===== config.mk =====
export PLATFORM = sky130hd
export DESIGN_NAME = archive_path_name_validator_top
export DESIGN_NICKNAME = d
export VERILOG_FILES = /design/src/apnv_pkg.sv /design/src/apnv_check.sv /design/src/archive_path_name_validator_top.sv
export SDC_FILE = /design/constraint.sdc
export NUM_CORES = 1
export LEC_CHECK = 0
export BUFFER_PORTS_ARGS = -buffer_cell sky130_fd_sc_hd__buf_2
export CELL_PAD_IN_SITES_DETAIL_PLACEMENT = 1
export CELL_PAD_IN_SITES_GLOBAL_PLACEMENT = 1
export CORE_MARGIN = 2
export CORE_UTILIZATION = 40
export CTS_BUF_LIST = sky130_fd_sc_hd__clkbuf_8 sky130_fd_sc_hd__clkbuf_16
export DETAILED_ROUTE_END_ITERATION = 16
export GPL_TIMING_DRIVEN = 0
export PLACE_DENSITY_LB_ADDON = 0.1
export SETUP_SLACK_MARGIN = 0.05
export SLEW_MARGIN = 0
export SYNTH_ARGS = -nofsm -noshare
export SYNTH_HDL_FRONTEND = slang
export SYNTH_SLANG_ARGS = --single-unit

===== constraint.sdc =====
create_clock -name clk -period 2.3 [get_ports clk]
set_clock_uncertainty 0.05 [all_clocks]
set_input_delay 0.345 -clock clk [delete_from_list [all_inputs] [get_ports clk]]
set_output_delay 0.345 -clock clk [all_outputs]
set_load 0.02 [all_outputs]

===== src/apnv_pkg.sv =====
// package for the archive path name validator: constants, types and helpers
package apnv_pkg;

  localparam int unsigned CharW      = 8;
  localparam int unsigned DepthW     = 8;
  localparam int unsigned PosW       = 3;
  localparam int unsigned LeadN      = 4;

  localparam logic [DepthW-1:0] MaxDepthRst = 8'd24;
  localparam logic [DepthW-1:0] CountSat    = 8'd255;
  localparam logic [PosW-1:0]   PosSat      = 3'd7;

  localparam logic [CharW-1:0] ChNul       = 8'h00;
  localparam logic [CharW-1:0] ChSpace     = 8'h20;
  localparam logic [CharW-1:0] ChCtrlLim   = 8'h20;
  localparam logic [CharW-1:0] ChQuote     = 8'h22;
  localparam logic [CharW-1:0] ChStar      = 8'h2a;
  localparam logic [CharW-1:0] ChDot       = 8'h2e;
  localparam logic [CharW-1:0] ChSlash     = 8'h2f;
  localparam logic [CharW-1:0] ChZero      = 8'h30;
  localparam logic [CharW-1:0] ChNine      = 8'h39;
  localparam logic [CharW-1:0] ChColon     = 8'h3a;
  localparam logic [CharW-1:0] ChLess      = 8'h3c;
  localparam logic [CharW-1:0] ChGreater   = 8'h3e;
  localparam logic [CharW-1:0] ChQuestion  = 8'h3f;
  localparam logic [CharW-1:0] ChBackslash = 8'h5c;
  localparam logic [CharW-1:0] ChLowA      = 8'h61;
  localparam logic [CharW-1:0] ChLowZ      = 8'h7a;
  localparam logic [CharW-1:0] ChPipe      = 8'h7c;
  localparam logic [CharW-1:0] CaseOffset  = 8'h20;

  localparam logic [23:0] NameCon = "CON";
  localparam logic [23:0] NamePrn = "PRN";
  localparam logic [23:0] NameAux = "AUX";
  localparam logic [23:0] NameNul = "NUL";
  localparam logic [23:0] NameCom = "COM";
  localparam logic [23:0] NameLpt = "LPT";

  typedef struct packed {
    logic [CharW-1:0] normalized_char;
    logic             path_end;
    logic             path_safe;
  } result_t;

  function automatic logic [CharW-1:0] to_upper(input logic [CharW-1:0] c);
    to_upper = (c >= ChLowA && c <= ChLowZ) ? c - CaseOffset : c;
  endfunction

  function automatic logic is_bad_char(input logic [CharW-1:0] c);
    is_bad_char = (c < ChCtrlLim) || (c == ChColon) || (c == ChStar) ||
                  (c == ChQuestion) || (c == ChQuote) || (c == ChLess) ||
                  (c == ChGreater) || (c == ChPipe);
  endfunction

endpackage


===== src/apnv_check.sv =====
// per-path state and rule checks, one byte per cycle while accept is high
module apnv_check (
  input  logic                        clk,
  input  logic                        rst_n,
  input  logic                        accept,
  input  logic [apnv_pkg::CharW-1:0]  path_char,
  input  logic                        cfg_wr_en,
  input  logic [apnv_pkg::DepthW-1:0] cfg_wr_data,
  output apnv_pkg::result_t           result
);

  logic [apnv_pkg::DepthW-1:0] max_depth_r;
  logic                        path_start_r, path_start_nxt;
  logic                        comp_start_r, comp_start_nxt;
  logic [apnv_pkg::PosW-1:0]   pos_r, pos_nxt;
  logic [apnv_pkg::PosW-1:0]   stem_r, stem_nxt;
  logic                        dot_r, dot_nxt;
  logic [apnv_pkg::CharW-1:0]  lead_r [apnv_pkg::LeadN];
  logic [apnv_pkg::CharW-1:0]  lead_nxt [apnv_pkg::LeadN];
  logic                        final_bad_r, final_bad_nxt;
  logic [apnv_pkg::DepthW-1:0] count_r, count_nxt;
  logic                        rej_r, rej_nxt;

  logic [apnv_pkg::CharW-1:0]  n;
  logic [23:0]                 first3;
  logic                        digit4;
  logic                        reserved;
  logic                        comp_fail;
  logic                        end_rej;

  always_comb begin
    n = (path_char == apnv_pkg::ChBackslash) ? apnv_pkg::ChSlash : path_char;
    first3 = {apnv_pkg::to_upper(lead_r[0]), apnv_pkg::to_upper(lead_r[1]),
              apnv_pkg::to_upper(lead_r[2])};
    digit4 = (lead_r[3] >= apnv_pkg::ChZero) && (lead_r[3] <= apnv_pkg::ChNine);
    reserved = ((stem_r == 3'd3) &&
                ((first3 == apnv_pkg::NameCon) || (first3 == apnv_pkg::NamePrn) ||
                 (first3 == apnv_pkg::NameAux) || (first3 == apnv_pkg::NameNul))) ||
               ((stem_r == 3'd4) && digit4 &&
                ((first3 == apnv_pkg::NameCom) || (first3 == apnv_pkg::NameLpt)));
    comp_fail = final_bad_r || reserved;
    end_rej = rej_r || path_start_r || (!comp_start_r && comp_fail);
  end

  always_comb begin
    path_start_nxt = path_start_r;
    comp_start_nxt = comp_start_r;
    pos_nxt        = pos_r;
    stem_nxt       = stem_r;
    dot_nxt        = dot_r;
    lead_nxt       = lead_r;
    final_bad_nxt  = final_bad_r;
    count_nxt      = count_r;
    rej_nxt        = rej_r;

    result.normalized_char = n;
    result.path_end        = 1'b0;
    result.path_safe       = 1'b0;

    if (n == apnv_pkg::ChNul) begin
      result.path_end  = 1'b1;
      result.path_safe = !end_rej;
      path_start_nxt   = 1'b1;
      comp_start_nxt   = 1'b1;
      count_nxt        = '0;
      rej_nxt          = 1'b0;
      pos_nxt          = '0;
      stem_nxt         = '0;
      dot_nxt          = 1'b0;
      final_bad_nxt    = 1'b0;
      for (int i = 0; i < apnv_pkg::LeadN; i++) lead_nxt[i] = '0;
    end else if (n == apnv_pkg::ChSlash) begin
      path_start_nxt = 1'b0;
      if (path_start_r || comp_start_r) begin
        rej_nxt = 1'b1;
      end else begin
        rej_nxt        = rej_r || comp_fail;
        comp_start_nxt = 1'b1;
        pos_nxt        = '0;
        stem_nxt       = '0;
        dot_nxt        = 1'b0;
        final_bad_nxt  = 1'b0;
        for (int i = 0; i < apnv_pkg::LeadN; i++) lead_nxt[i] = '0;
      end
    end else begin
      path_start_nxt = 1'b0;
      if (comp_start_r) begin
        if (count_r >= max_depth_r) rej_nxt = 1'b1;
        if (count_r != apnv_pkg::CountSat) count_nxt = count_r + 1'b1;
        comp_start_nxt = 1'b0;
      end
      if (apnv_pkg::is_bad_char(n)) rej_nxt = 1'b1;
      if (pos_r < 3'd4) lead_nxt[pos_r[1:0]] = n;
      if (pos_r != apnv_pkg::PosSat) pos_nxt = pos_r + 1'b1;
      if (!dot_r) begin
        if (n == apnv_pkg::ChDot) begin
          dot_nxt = 1'b1;
        end else if (stem_r != apnv_pkg::PosSat) begin
          stem_nxt = stem_r + 1'b1;
        end
      end
      final_bad_nxt = (n == apnv_pkg::ChDot) || (n == apnv_pkg::ChSpace);
    end
  end

  always_ff @(posedge clk) begin
    if (!rst_n) begin
      max_depth_r <= apnv_pkg::MaxDepthRst;
    end else if (cfg_wr_en) begin
      max_depth_r <= cfg_wr_data;
    end
  end

  always_ff @(posedge clk) begin
    if (!rst_n) begin
      path_start_r <= 1'b1;
      comp_start_r <= 1'b1;
      pos_r        <= '0;
      stem_r       <= '0;
      dot_r        <= 1'b0;
      final_bad_r  <= 1'b0;
      count_r      <= '0;
      rej_r        <= 1'b0;
      for (int i = 0; i < apnv_pkg::LeadN; i++) lead_r[i] <= '0;
    end else if (accept) begin
      path_start_r <= path_start_nxt;
      comp_start_r <= comp_start_nxt;
      pos_r        <= pos_nxt;
      stem_r       <= stem_nxt;
      dot_r        <= dot_nxt;
      final_bad_r  <= final_bad_nxt;
      count_r      <= count_nxt;
      rej_r        <= rej_nxt;
      lead_r       <= lead_nxt;
    end
  end

endmodule


===== src/archive_path_name_validator_top.sv =====
// top level of the archive path name validator with output register and skid beat
// the result of an accepted input beat is registered into the output register, or the skid register if stalled
// throughput: one beat per cycle while in_stall is low, with the check done combinationally per beat
// a skid register holds one extra accepted beat while the output is stalled
// reset: synchronous active-low rst_n clears path state and buffers, max_depth returns to 24
module archive_path_name_validator_top (
  input  logic                        clk,
  input  logic                        rst_n,
  input  logic                        in_valid,
  output logic                        in_stall,
  input  logic [apnv_pkg::CharW-1:0]  in_path_char,
  output logic                        out_valid,
  input  logic                        out_stall,
  output logic [apnv_pkg::CharW-1:0]  out_normalized_char,
  output logic                        out_path_end,
  output logic                        out_path_safe,
  input  logic                        cfg_wr_en,
  input  logic [apnv_pkg::DepthW-1:0] cfg_wr_data
);

  logic              in_acc;
  logic              out_take;
  apnv_pkg::result_t res;
  apnv_pkg::result_t out_r, skid_r;
  logic              out_valid_r, skid_valid_r;

  assign in_stall = skid_valid_r;
  assign in_acc   = in_valid && !skid_valid_r;
  assign out_take = out_valid_r && !out_stall;

  apnv_check u_check (
    .clk         (clk),
    .rst_n       (rst_n),
    .accept      (in_acc),
    .path_char   (in_path_char),
    .cfg_wr_en   (cfg_wr_en),
    .cfg_wr_data (cfg_wr_data),
    .result      (res)
  );

  always_ff @(posedge clk) begin
    if (!rst_n) begin
      out_valid_r  <= 1'b0;
      skid_valid_r <= 1'b0;
    end else begin
      if (skid_valid_r) begin
        if (out_take) begin
          skid_valid_r <= 1'b0;
        end
      end else if (in_acc) begin
        if (out_valid_r && !out_take) begin
          skid_valid_r <= 1'b1;
        end else begin
          out_valid_r <= 1'b1;
        end
      end else if (out_take) begin
        out_valid_r <= 1'b0;
      end
    end
  end

  // payload moves with the valid flags above
  always_ff @(posedge clk) begin
    if (skid_valid_r) begin
      if (out_take) out_r <= skid_r;
    end else if (in_acc) begin
      if (out_valid_r && !out_take) skid_r <= res;
      else                          out_r  <= res;
    end
  end

  assign out_valid           = out_valid_r;
  assign out_normalized_char = out_r.normalized_char;
  assign out_path_end        = out_r.path_end;
  assign out_path_safe       = out_r.path_safe;

endmodule

# After elaboration in Yosys (flattened, before gate mapping)
# Cells that the tools add are included.
[word_totals] regBits=81 in_bits=21 output_inout_bits=12 word_cells=178
[op_classes] bitwise_logic=2 magnitude_cmp=13 n_reduce_logical=54 n_mux=53 n_eq_ne=29 add_sub_neg=6
[ops] cell="$eq 24x23->1 const B" count=6
[ops] cell="$mux 32" count=4
[ops] cell="$eq 8x6->1 const B" count=9
[ops] cell="$mux 8" count=9
[ops] cell="$mux 10" count=4
[ops] cell="$bwmux 32" count=1
[ops] cell="$mux 3" count=9
[ops] cell="$ge 8x7->1 const B" count=3
[ops] cell="$le 8x7->1 const B" count=3
[ops] cell="$mux 1" count=24
[ops] cell="$sub 8x6->8 const B" count=3
[ops] cell="$logic_or 1x1->1" count=18
[ops] cell="$reduce_and 3->1" count=6
[ops] cell="$demux 8 s2" count=1
[ops] cell="$eq 8x7->1 const B" count=2
[ops] cell="$logic_and 1x1->1" count=12
[ops] cell="$ne 3x3->1 const B" count=3
[ops] cell="$reduce_bool 3->1" count=3
[ops] cell="$add 8x1->8 const B" count=1
[ops] cell="$ge 8x6->1 const B" count=1
[ops] cell="$ge 8x8->1" count=1
[ops] cell="$le 8x6->1 const B" count=1
[ops] cell="$logic_not 8->1" count=1
[ops] cell="$lt 8x6->1 const B" count=1
[ops] cell="20 further kinds" count=31

# Longest topological paths before layout
# Gate-level depths: netlist (run 1).
[logic_depth] depth_word=17 depth_mapped=10 mapped_depth_nobuf=9

# Modules after synthesis
# A second synthesis (run 1) with hierarchy kept.
[hier_totals] hier_cells=471 hier_area_um2=4409.2
[by_module_without_submodules] mod="apnv_check" seq_area_each_um2=1161.1 cells_per_inst=427 area_per_inst_um2=3579.7 n_inst=1
[by_module_without_submodules] mod="archive_path_name_validator_top" seq_area_each_um2=640.6 cells_per_inst=44 area_per_inst_um2=829.5 n_inst=1

# Worst setup path before layout (run 1)
# Ideal clock, no wire load.
[synth_timing] path_kind="flip-flop to flip-flop" startpoint="register u_check.lead_r[24] in the netlist's numbering" endpoint="register out_r, in the netlist out_path_safe (data pin)" setup_time_ns=0.259 path_stages_with_launch=8 path_slack_ns=-0.137 t_arrival_ns=2.128 synth_period_minus_slack_ns=2.437 path_cell_list="dfxtp_1 > or4_1 > or4_1 > o22ai_1 > nand4b_1 > a311oi_2 > nor2_1 > o31a_1"
[synth_via] elab_chain_len=17 word_cells_on_any_way=26 classes_between="1 x add/sub; 2 x order compare; 6 x eq/ne; 5 x mux; 12 x reduce/logical"
[synth_rtl] item="start, declared" line_no="apnv_check.sv:18" rtl="logic [apnv_pkg::CharW-1:0] lead_r [apnv_pkg::LeadN];"
[synth_rtl] item="start signal, assigned" line_no="apnv_check.sv:134" rtl="lead_r <= lead_nxt;"
[synth_rtl] item="$ge 8x7->1 / $le 8x7->1 (equally long branches)" line_no="apnv_pkg.sv:46" rtl="to_upper = (c >= ChLowA && c <= ChLowZ) ? c - CaseOffset : c;"
[synth_rtl] item="$logic_and 1x1->1" line_no="apnv_pkg.sv:46"
[synth_rtl] item="$mux 8 (*)" line_no="apnv_pkg.sv:46"
[synth_rtl] item="$eq 24x23->1" line_no="apnv_check.sv:37" rtl="((first3 == apnv_pkg::NameCon) || (first3 == apnv_pkg::NamePrn) ||"
[synth_rtl] item="$logic_or 1x1->1 (2 in series)" line_no="apnv_check.sv:37"
[synth_rtl] item="$logic_or 1x1->1" line_no="apnv_check.sv:38" rtl="(first3 == apnv_pkg::NameAux) || (first3 == apnv_pkg::NameNul))) ||"
[synth_rtl] item="$logic_and 1x1->1" line_no="apnv_check.sv:36" rtl="reserved = ((stem_r == 3'd3) &&"
[synth_rtl] item="$logic_or 1x1->1 (*)" line_no="apnv_check.sv:38"
[synth_rtl] item="$logic_or 1x1->1 (*)" line_no="apnv_check.sv:41" rtl="comp_fail = final_bad_r || reserved;"
[synth_rtl] item="$logic_and 1x1->1 (*)" line_no="apnv_check.sv:42" rtl="end_rej = rej_r || path_start_r || (!comp_start_r && comp_fail);"
[synth_rtl] item="$logic_or 1x1->1 (*)" line_no="apnv_check.sv:42"
[synth_rtl] item="$logic_not 1->1 (*)" line_no="apnv_check.sv:62" rtl="result.path_safe = !end_rej;"
[synth_rtl] item="$mux 2 (*)" line_no="apnv_check.sv:60" rtl="if (n == apnv_pkg::ChNul) begin"
[synth_rtl] item="$mux 10 (*)" line_no="archive_path_name_validator_top.sv:67" rtl="if (out_valid_r && !out_take) skid_r <= res;"
[synth_rtl] item="$mux 10 (*)" line_no="archive_path_name_validator_top.sv:66" rtl="end else if (in_acc) begin"
[synth_rtl] item="$mux 10 (*)" line_no="archive_path_name_validator_top.sv:64" rtl="if (skid_valid_r) begin"
[synth_rtl] item="end signal, assigned" line_no="archive_path_name_validator_top.sv:65" rtl="if (out_take) out_r <= skid_r;"
[synth_rtl] item="end signal, assigned" line_no="archive_path_name_validator_top.sv:68" rtl="else out_r <= res;"
[synth_rtl] item="end, declared" line_no="archive_path_name_validator_top.sv:24" rtl="apnv_pkg::result_t out_r, skid_r;"
# Every way passes the cells marked *; elsewhere a longest branch is shown, timed or not. The select of a mux whose other input is x is not followed.
# A chain may end at the register's enable or synchronous reset.

# Worst setup path in the final report (run 1)
[layout_timing] startpoint="register u_check.lead_r[18] in the netlist's numbering" endpoint="register out_r, in the netlist out_path_safe (data pin)"
# The elaborated chain is that of the path after synthesis.

==> results.txt, run 1 <==
Largest fanout on the critical path: 2
Clk sinks: 80
Routability cong.: 0.802
Multi-input gate area: 0.00212 mm^2
Layout Cell Area excl Fill: 0.00466 mm^2
Inserted Diodes: 0
Post-route antenna net violation count: 0
Top routing layer in use: met4
Ys Warns: 0
Layout cell share with drive strength beyond 1: 18.3%
Power Density: 658 mW/mm^2
Die Area: 0.0108 mm^2
Register area share after synthesis: 45.0%
Layout area overhead: 16.4%
Met3 wire len: 451 um
Peak supply drop: 0.300 mV
CTS Root Cell: clkbuf_8
Post-Place Cells: 616
WP data required: 2.37 ns
Residual DRC: 0
Clock latency on the worst-skew pair: 0.36 ns
Worst hold path class: in2reg
Final wirelength: 11100 um
Final Max Slew Viols: 0
Final HPWL DP: 8120 um
Syn Std Cell Area: 0.00400 mm^2
Least-Margin Pin Slew: 0.730 ns
# fillers: 1202
Die Span Y: 104 um
Register area: 0.00181 mm^2
Final setup TNS: -0.547 ns
Final period util: 111%
Hold Buf Count CTS: 0
First-pass GRT wire length: 18300 um
Dpl cell area: 0.00432 mm^2
Final hold viol count: 0
Routed via count: 3521
H-Tree Depth: 3
Starting Density: 41.2%
WL met2: 5250 um
Die X: 104 um
Vias in the first global route: 3585
Vias per cell: 5.54
Netlist cell types: 57
Crit path DAT: 2.62 ns
Worst setup SP type: register
Endpoints failing setup: 3
Met1 wire length: 5230 um
#FFs+latches synth: 80
Failing checks: negative setup slack
Crit. End Element: register
Final setup margin: -0.255 ns
GRT Total Usage: 21.2%
Drt pass-1 iters: 4
Slew headroom: 51.3%
Maxcap violations: 0
Largest net degree at the start of global routing: 14
Largest stage delay, worst path: 0.53 ns
Power Total: 3.07 mW
Syn nets: 495
Post-synth EDFFs: 20
Clock buffer depth: 2
Fin cells: 636
Clock slew at reported path FFs: 0.08 ns
Status: finished, violations left
Reg2Reg Setup Slack: -0.26 ns
Number of CTS-inserted buffers: 9
Critical path class: reg2reg
DRT iter0 DRCs: 99
Core box area: 0.00973 mm^2
Post-synth ARST share: 0%
RSZ-0062 raised after global routing: yes
WHS: 0.158 ns
Avg Cell Area, Syn: 8.84 um^2
Pleak: 1.72 nW
Dominant synthesized flop cell: dfxtp_1
I/O pin count: 33
Crit path time final: 2.56 ns
Final net count: 540
CTS tree: yes
IO Port Bufs: 30
Cell Chain, Critical Path: or4_4, or4_1, o22ai_1, nand4b_1, a311oi_2, buf_4, nor2_2, o31a_1
Initial antenna violation count: 0
Gr ovfl total: 0
Row Count: 36
Slowest cell on the critical path: or4_4
Max frequency: 0.391 GHz
WL/cell: 17.5 um
Gate Count Post-Synth: 453
registers in the layout (all words and copies together) (netlist names):
name                  flops
in_stall                  1
out_normalized_char       8
out_path_end              1
out_path_safe             1
out_valid                 1
skid_r                   10
u_check.comp_start_r      1
u_check.count_r           8
u_check.dot_r             1
u_check.final_bad_r       1
u_check.lead_r           31
u_check.max_depth_r       8
u_check.path_start_r      1
u_check.pos_r             3
u_check.rej_r             1
u_check.stem_r            3
cell families after synthesis:
family,Yosys count,share of synthesized area [%]
simple gates,187,23.2
compound gates,100,15.9
flops,80,45.0
buf+inv,45,4.28
fa+ha+maj,21,6.56
mux,15,4.00
xor+xnor,5,1.09
worst paths after layout:
check	from	end	cells past startpoint
worst max-delay path	u_check.lead_r[18]$_SDFFE_PN0P_	out_path_safe$_DFFE_PP_	8
worst min register to register	u_check.lead_r[31]$_SDFFE_PN0P_	u_check.lead_r[31]$_SDFFE_PN0P_	2
worst min-delay path	cfg_wr_data[4]	u_check.max_depth_r[4]$_SDFFE_PN1P_	3
worst max register to register	u_check.lead_r[18]$_SDFFE_PN0P_	out_path_safe$_DFFE_PP_	8
area by class of cell:
class | count | share of cell area, %
buffer | 15 | 1.37
clock buffer | 9 | 2.66
clock inverter | 7 | 1.88
inverter | 30 | 2.42
multi-input combinational | 328 | 45.4
sequential | 80 | 38.8
tap | 133 | 3.57
timing repair buffer | 34 | 3.86
cells in the mapped netlist, drive strengths merged, types with 3 or more instances:
cell / n / area, um^2
a21o: 4 / 30.0
nand4b: 5 / 43.8
mux2: 8 / 90.1
or2: 4 / 25.0
nor2b: 5 / 31.3
mux2i: 7 / 70.1
ha: 21 / 263
nor3: 21 / 105
nand4: 5 / 31.3
inv: 29 / 109
a22oi: 6 / 45.0
dfxtp: 60 / 1200
xnor2: 3 / 26.3
o21ai: 17 / 96.4
edfxtp: 20 / 601
nor4: 3 / 18.8
o22ai: 3 / 18.8
and2: 3 / 18.8
clkbuf: 13 / 48.8
or4: 6 / 46.3
or3: 5 / 32.5
a21oi: 42 / 210
nand2b: 3 / 18.8
o21a: 5 / 37.5
nand3: 28 / 140
a31oi: 5 / 31.3
nor2: 45 / 169
nand2: 45 / 169
cell usage in the layout (no fill, tap or decap), drive strengths merged, types with 7 or more instances in the layout:
master / instances
a21oi: 42
buf: 36
clkbuf: 22
dfxtp: 60
edfxtp: 20
ha: 21
inv: 30
mux2: 8
mux2i: 7
nand2: 45
nand3: 28
nor2: 45
nor3: 21
o21ai: 17
routing by layer:
metal | GRT usage, % | up-vias
met2 | 34.3 | 61
li1 | - | 1720
met1 | 28.3 | 1729
met3 | 4.39 | 11
met5 | 0 | -
met4 | 7.05 | 0
through the flow:
step | worst slack, ns | utilization (%)
2_1_floorplan | -0.0545 | -
3_3_place_gp | -0.563 | 44.4
3_5_place_dp | -0.608 | 44.4
4_1_cts | -0.277 | 47.2
5_1_grt | -0.325 | 47.9
6_report | -0.255 | 47.9
critical path: cells and delay by family (launching register included):
| family | cells | cell delay [ns] |
|---|---|---|
| buf+inv | 1 | 0.18 |
| flops | 1 | 0.36 |
| simple gates | 4 | 1.12 |
| compound gates | 3 | 0.60 |
where the power goes:
part / switching, mW / internal (mW) / total (mW)
Sequential: 0.0407 / 1.50 / 1.54
Clock: 0.540 / 0.602 / 1.14
Combinational: 0.247 / 0.138 / 0.385
what timing repair did:
action	in CTS	in global routing
buffers inserted	2	2
gates cloned	0	0
gates resized for setup	13	14
pin swaps	4	1
setup endpoints to repair	53	51
hold endpoints to repair	0	0
Power figures use the tool's default switching activity.
==> inputs of run 2 (changes only) <==
--- a/config.mk
+++ b/config.mk
@@ -13,7 +13,7 @@
 export CTS_BUF_LIST = sky130_fd_sc_hd__clkbuf_8 sky130_fd_sc_hd__clkbuf_16
 export DETAILED_ROUTE_END_ITERATION = 16
 export GPL_TIMING_DRIVEN = 0
-export PLACE_DENSITY_LB_ADDON = 0.1
+export PLACE_DENSITY = 0.75
 export SETUP_SLACK_MARGIN = 0.05
 export SLEW_MARGIN = 0
 export SYNTH_ARGS = -nofsm -noshare
==> results.txt, run 2 (synthesis gave the netlist of run 1 again) <==
Status: finished, violations left (unchanged)
Failing checks: negative setup slack (unchanged)
Commonest non-fill, non-tap cell in the layout: dfxtp_1 (unchanged)
Die X: 104 um (unchanged)
Final setup TNS: -0.981 ns (was -0.547 ns)
Worst setup SP type: register (unchanged)
Sequential fraction of design power: 48.6% (was 50.2%)
Comb pwr share: 12.2% (was 12.5%)
Buf+Inv Stages, Crit Path: 0 (was 1)
Layout area overhead: 17.7% (was 16.4%)
Hold Buf Count CTS: 0 (unchanged)
Post-Place Cells: 616 (unchanged)
Drt pass-1 iters: 4 (unchanged)
Final wirelength: 11100 um (about the same)
Crit path time final: 2.68 ns (was 2.56 ns)
Final HPWL DP: 8010 um (was 8120 um)
RSZ-0062 raised after global routing: yes (unchanged)
Gr ovfl total: 0 (unchanged)
Routed via count: 3543 (was 3521)
Fin cells: 637 (was 636)
Crit. End Element: register (unchanged)
Maxcap violations: 0 (unchanged)
H-Tree Depth: 3 (unchanged)
IO Port Bufs: 30 (unchanged)
Number of CTS-inserted buffers: 9 (unchanged)
Critical path class: reg2reg (unchanged)
Worst hold path class: in2reg (unchanged)
Clock slew at reported path FFs: 0.08 ns (about the same)
Final Max Slew Viols: 0 (unchanged)
GRT Total Usage: 21.1% (was 21.2%)
Slowest cell on the critical path: or4_4 (unchanged)
Clock buffer depth: 2 (unchanged)
Max frequency: 0.374 GHz (was 0.391 GHz)
Max reg flops: 31 (unchanged)
Clk sinks: 80 (unchanged)
Routability cong.: 0.796 (was 0.802)
CTS tree: yes (unchanged)
Crit path max-delay family: simple AND/OR/NAND/NOR gates (unchanged)
Pleak: 1.75 nW (was 1.72 nW)
Post-route antenna net violation count: 0 (unchanged)
Starting Density: 41.2% (unchanged)
Layout cell share with drive strength beyond 1: 19.2% (was 18.3%)
Vias in the first global route: 3614 (was 3585)
Largest stage delay, worst path: 0.54 ns (was 0.53 ns)
Inserted Diodes: 0 (unchanged)
Cell Chain, Critical Path: or4_4, or4_1, o22ai_1, nand4b_1, a311oi_4, nor2_2, o31a_1 (was or4_4, or4_1, o22ai_1, nand4b_1, a311oi_2, buf_4, nor2_2, o31a_1)
Largest register by flop count: u_check.lead_r (unchanged)
Initial antenna violation count: 0 (unchanged)
Die Area: 0.0108 mm^2 (unchanged)
Most frequent cells in the layout: dfxtp_1, nand2_1, nor2_1, a21oi_1, buf_2 (unchanged)
Sw frac: 25.8% (was 27.0%)
DRT iter0 DRCs: 131 (was 99)
Crit path DAT: 2.73 ns (was 2.62 ns)
Peak supply drop: 0.304 mV (was 0.300 mV)
Largest fanout on the critical path: 2 (unchanged)
WL/cell: 17.4 um (was 17.5 um)
Final setup margin: -0.376 ns (was -0.255 ns)
Die Span Y: 104 um (unchanged)
First-pass GRT wire length: 18300 um (about the same)
Final net count: 541 (was 540)
Core box area: 0.00973 mm^2 (unchanged)
Final hold viol count: 0 (unchanged)
Endpoints failing setup: 3 (unchanged)
Final period util: 116% (was 111%)
WP data required: 2.36 ns (was 2.37 ns)
Clock latency on the worst-skew pair: 0.36 ns (about the same)
CTS Root Cell: clkbuf_8 (unchanged)
I/O pin count: 33 (unchanged)
Regs by FF count: u_check.lead_r (31), skid_r (10) (unchanged)
WHS: 0.162 ns (was 0.158 ns)
Power Density: 673 mW/mm^2 (was 658 mW/mm^2)
Largest net degree at the start of global routing: 14 (unchanged)
Power Total: 3.17 mW (was 3.07 mW)
Least-Margin Pin Slew: 0.673 ns (was 0.730 ns)
Internal power: 2.35 mW (was 2.24 mW)
Switch Pwr: 819 uW (was 828 uW)
Clk network pwr share: 39.2% (was 37.2%)
Vias per cell: 5.56 (was 5.54)
Slew headroom: 55.1% (was 51.3%)
Residual DRC: 0 (unchanged)
Row Count: 36 (unchanged)
==> run 2: changes by cell type in the layout (fill, tap and decap cells not counted), sizes merged <==
cell and delta:
bufinv +1, clkbuf +1, clkinvlp -1
==> run 2: cell type report <==
class / instances / area (um^2)
repair buffers: 35 / 188
inverters: 30 / 113
clock buffers: 9 / 124
multi-input cells: 328 / 2130
well taps: 133 / 166
clock inverters: 7 / 111
plain buffers: 15 / 63.8
fillers: 1182 / 5010
flip-flops and latches: 80 / 1810
==> run 2: per-stage QoR <==
stage	cell area [um^2]	setup WS (ns)	util (%)
2_1_floorplan	4010	-0.0545	-
3_3_place_gp	4320	-0.563	44.4
3_5_place_dp	4320	-0.586	44.4
4_1_cts	4650	-0.367	47.8
5_1_grt	4710	-0.393	48.5
6_report	4710	-0.376	48.5
==> run 2: final timing paths <==
| check | from | end | slack (ns) | depth (start not counted) |
|---|---|---|---|---|
| worst max-delay path | u_check.lead_r[18]$_SDFFE_PN0P_ | out_path_safe$_DFFE_PP_ | -0.38 | 7 |
| worst min-delay path | cfg_wr_data[4] | u_check.max_depth_r[4]$_SDFFE_PN1P_ | 0.16 | 3 |
| worst max register to register | u_check.lead_r[18]$_SDFFE_PN0P_ | out_path_safe$_DFFE_PP_ | -0.38 | 7 |
| worst min register to register | u_check.lead_r[4]$_SDFFE_PN0P_ | u_check.lead_r[4]$_SDFFE_PN0P_ | 0.41 | 2 |
==> run 2: worst reg2reg max path, delay by kind of cell (launching register included) <==
family | cells | cell delay (ns)
simple gates | 4 | 1.20
flops | 1 | 0.35
compound gates | 3 | 0.85
==> run 2: repair_timing <==
action	4_1_cts	5_1_grt
endpoints found under the setup margin	53	50
resized for setup	18	14
buffers inserted	3	2
pin swaps	4	2
==> run 2: power groups by stage <==
stage | Sequential [mW] | Combinational (mW) | Clock (mW)
4_1_cts | 1.54 | 0.374 | 1.26
5_1_grt | 1.55 | 0.428 | 1.33
6_report | 1.54 | 0.387 | 1.24
3_5_place_dp | 1.57 | 0.360 | 0
2_1_floorplan | 1.58 | 0.221 | 0
3_3_place_gp | 1.57 | 0.346 | 0
==> run 2: per-layer routing <==
layer	global-route usage, %	vias up	wire, um
li1	-	1728	-
met1	27.9	1742	5240
met2	34.4	63	5320
met3	4.07	10	350
met4	7.72	0	175
met5	0	-	0
==> inputs of run 3 (changes only) <==
--- a/config.mk
+++ b/config.mk
@@ -13,7 +13,7 @@
 export CTS_BUF_LIST = sky130_fd_sc_hd__clkbuf_8 sky130_fd_sc_hd__clkbuf_16
 export DETAILED_ROUTE_END_ITERATION = 16
 export GPL_TIMING_DRIVEN = 0
-export PLACE_DENSITY = 0.75
+export PLACE_DENSITY = 0.72
 export SETUP_SLACK_MARGIN = 0.05
 export SLEW_MARGIN = 0
 export SYNTH_ARGS = -nofsm -noshare
==> constraint.sdc (replaced) <==
create_clock -name clk -period 3.3 [get_ports clk]
set_clock_uncertainty 0.05 [all_clocks]
set_input_delay 0.495 -clock clk [delete_from_list [all_inputs] [get_ports clk]]
set_output_delay 0.495 -clock clk [all_outputs]
set_load 0.02 [all_outputs]
==> results.txt, run 3 (synthesis gave the netlist of run 1 again) <==
Status: finished clean (was finished, violations left)
Met1 wire length: 5030 um (was 5240 um)
WL met2: 4950 um (was 5320 um)
DRT iter0 DRCs: 147 (was 131)
Largest net degree at the start of global routing: 13 (was 14)
Vias in the first global route: 3573 (was 3614)
WP data required: 3.36 ns (was 2.36 ns)
Drt pass-1 iters: 4 (unchanged)
CTS Root Cell: clkbuf_8 (unchanged)
H-Tree Depth: 3 (unchanged)
Crit path DAT: 2.92 ns (was 2.73 ns)
Die X: 104 um (unchanged)
Hold Buf Count CTS: 0 (unchanged)
Max frequency: 0.349 GHz (was 0.374 GHz)
Clock latency on the worst-skew pair: 0.36 ns (about the same)
Dpl cell area: 0.00432 mm^2 (about the same)
Largest stage delay, worst path: 0.57 ns (was 0.54 ns)
Cell Chain, Critical Path: or4_1, or4_1, o22ai_1, nand4b_1, a311oi_2, nor2_1, o31a_1 (was or4_4, or4_1, o22ai_1, nand4b_1, a311oi_4, nor2_2, o31a_1)
Slew headroom: 39.1% (was 55.1%)
Worst setup SP type: register (unchanged)
Maxcap violations: 0 (unchanged)
Final period util: 86.9% (was 116%)
First-pass GRT wire length: 18000 um (was 18300 um)
Die Area: 0.0108 mm^2 (unchanged)
Max reg flops: 31 (unchanged)
Residual DRC: 0 (unchanged)
Crit path time final: 2.87 ns (was 2.68 ns)
CTS resizes: 0 (was 18)
Final wirelength: 10700 um (was 11100 um)
Core box area: 0.00973 mm^2 (unchanged)
Vias per cell: 5.53 (was 5.56)
Final hold viol count: 0 (unchanged)
Post-Place Worst Slack: 0.147 ns (was -0.586 ns)
Critical path class: reg2reg (unchanged)
Commonest non-fill, non-tap cell in the layout: dfxtp_1 (unchanged)
Largest fanout on the critical path: 6 (was 2)
Number of CTS-inserted buffers: 9 (unchanged)
Crit. End Element: register (unchanged)
Final setup margin: 0.433 ns (was -0.376 ns)
Layout area overhead: 13.6% (was 17.7%)
Routed via count: 3498 (was 3543)
Clock slew at reported path FFs: 0.08 ns (about the same)
Fin cells: 632 (was 637)
Post-CTS Repair Setup Buffers: 0 (was 3)
Power Density: 477 mW/mm^2 (was 673 mW/mm^2)
Power Total: 2.17 mW (was 3.17 mW)
Largest register by flop count: u_check.lead_r (unchanged)
Initial antenna violation count: 0 (unchanged)
Clock buffer depth: 2 (unchanged)
Top routing layer in use: met4 (unchanged)
Layout cell share with drive strength beyond 1: 12.8% (was 19.2%)
Starting Density: 41.2% (unchanged)
Worst hold path class: in2reg (unchanged)
Most frequent cells in the layout: dfxtp_1, nor2_1, nand2_1, a21oi_1, inv_1 (was dfxtp_1, nand2_1, nor2_1, a21oi_1, buf_2)
Row Count: 36 (unchanged)
Final net count: 536 (was 541)
Die Span Y: 104 um (unchanged)
Peak supply drop: 0.266 mV (was 0.304 mV)
Routability cong.: 0.818 (was 0.796)
Layout Cell Area excl Fill: 0.00455 mm^2 (was 0.00471 mm^2)
Final setup TNS: 0 ns (was -0.981 ns)
RSZ-0062 raised after global routing: no (was yes)
IO Port Bufs: 30 (unchanged)
Final HPWL DP: 8060 um (was 8010 um)
Clk sinks: 80 (unchanged)
Most used cell, CP: or4_1
I/O pin count: 33 (unchanged)
CTS tree: yes (unchanged)
Final Max Slew Viols: 0 (unchanged)
Inserted Diodes: 0 (unchanged)
Met3 wire len: 515 um (was 350 um)
Post-Place Cells: 616 (unchanged)
Post-route antenna net violation count: 0 (unchanged)
Least-Margin Pin Slew: 0.913 ns (was 0.673 ns)
Endpoints failing setup: 0 (was 3)
GRT Total Usage: 20.9% (was 21.1%)
Slowest cell on the critical path: or4_1 (was or4_4)
Regs by FF count: u_check.lead_r (31), skid_r (10) (unchanged)
Layout Utilization: 46.8% (was 48.5%)
WL/cell: 17.0 um (was 17.4 um)
WHS: 0.317 ns (was 0.162 ns)
Gr ovfl total: 0 (unchanged)
Pleak: 1.70 nW (was 1.75 nW)
-- run 3: cell count changes in the layout (fill, tap and decap cells not counted), moves of 4 or more --
cell     previous run  this run
buf_4               5         0
dfxtp_2             4         0
dfxtp_1            54        60
inv_1              29        33
-- run 3: area by class of cell --
type	instances	area (um^2)
timing repair buffer	30	150
clock inverter	7	105
tap	133	166
buffer	15	58.8
inverter	30	113
sequential	80	1800
fill	1179	5180
multi-input combinational	328	2030
clock buffer	9	124
-- run 3: worst paths after layout --
kind	end	cells past startpoint	slack, ns	start
worst max register to register	out_path_safe$_DFFE_PP_	7	0.43	u_check.lead_r[24]$_SDFFE_PN0P_
worst min register to register	u_check.lead_r[1]$_SDFFE_PN0P_	2	0.41	u_check.lead_r[1]$_SDFFE_PN0P_
worst min-delay path	u_check.max_depth_r[3]$_SDFFE_PN1P_	3	0.32	cfg_wr_data[3]
worst max-delay path	out_path_safe$_DFFE_PP_	7	0.43	u_check.lead_r[24]$_SDFFE_PN0P_
-- run 3: worst max-delay path, delay by kind of cell (launching register included) --
family / cells / cell delay [ns]
AO/OA/AOI/OAI: 3 / 0.89
flip-flops: 1 / 0.35
AND/OR/NAND/NOR: 4 / 1.33
-- run 3: per-layer routing --
metal	vias to the layer above	GRT usage, %
met2	77	34.0
met3	12	3.07
met5	-	0
met4	0	8.49
li1	1709	-
met1	1700	27.9
-- run 3: power breakdown --
group / leakage [nW] / internal (mW) / switching [mW]
registers: 0.674 / 1.05 / 0.0271
clock network: 0.128 / 0.492 / 0.349
logic: 0.900 / 0.0873 / 0.167
total: 1.70 / 1.63 / 0.543
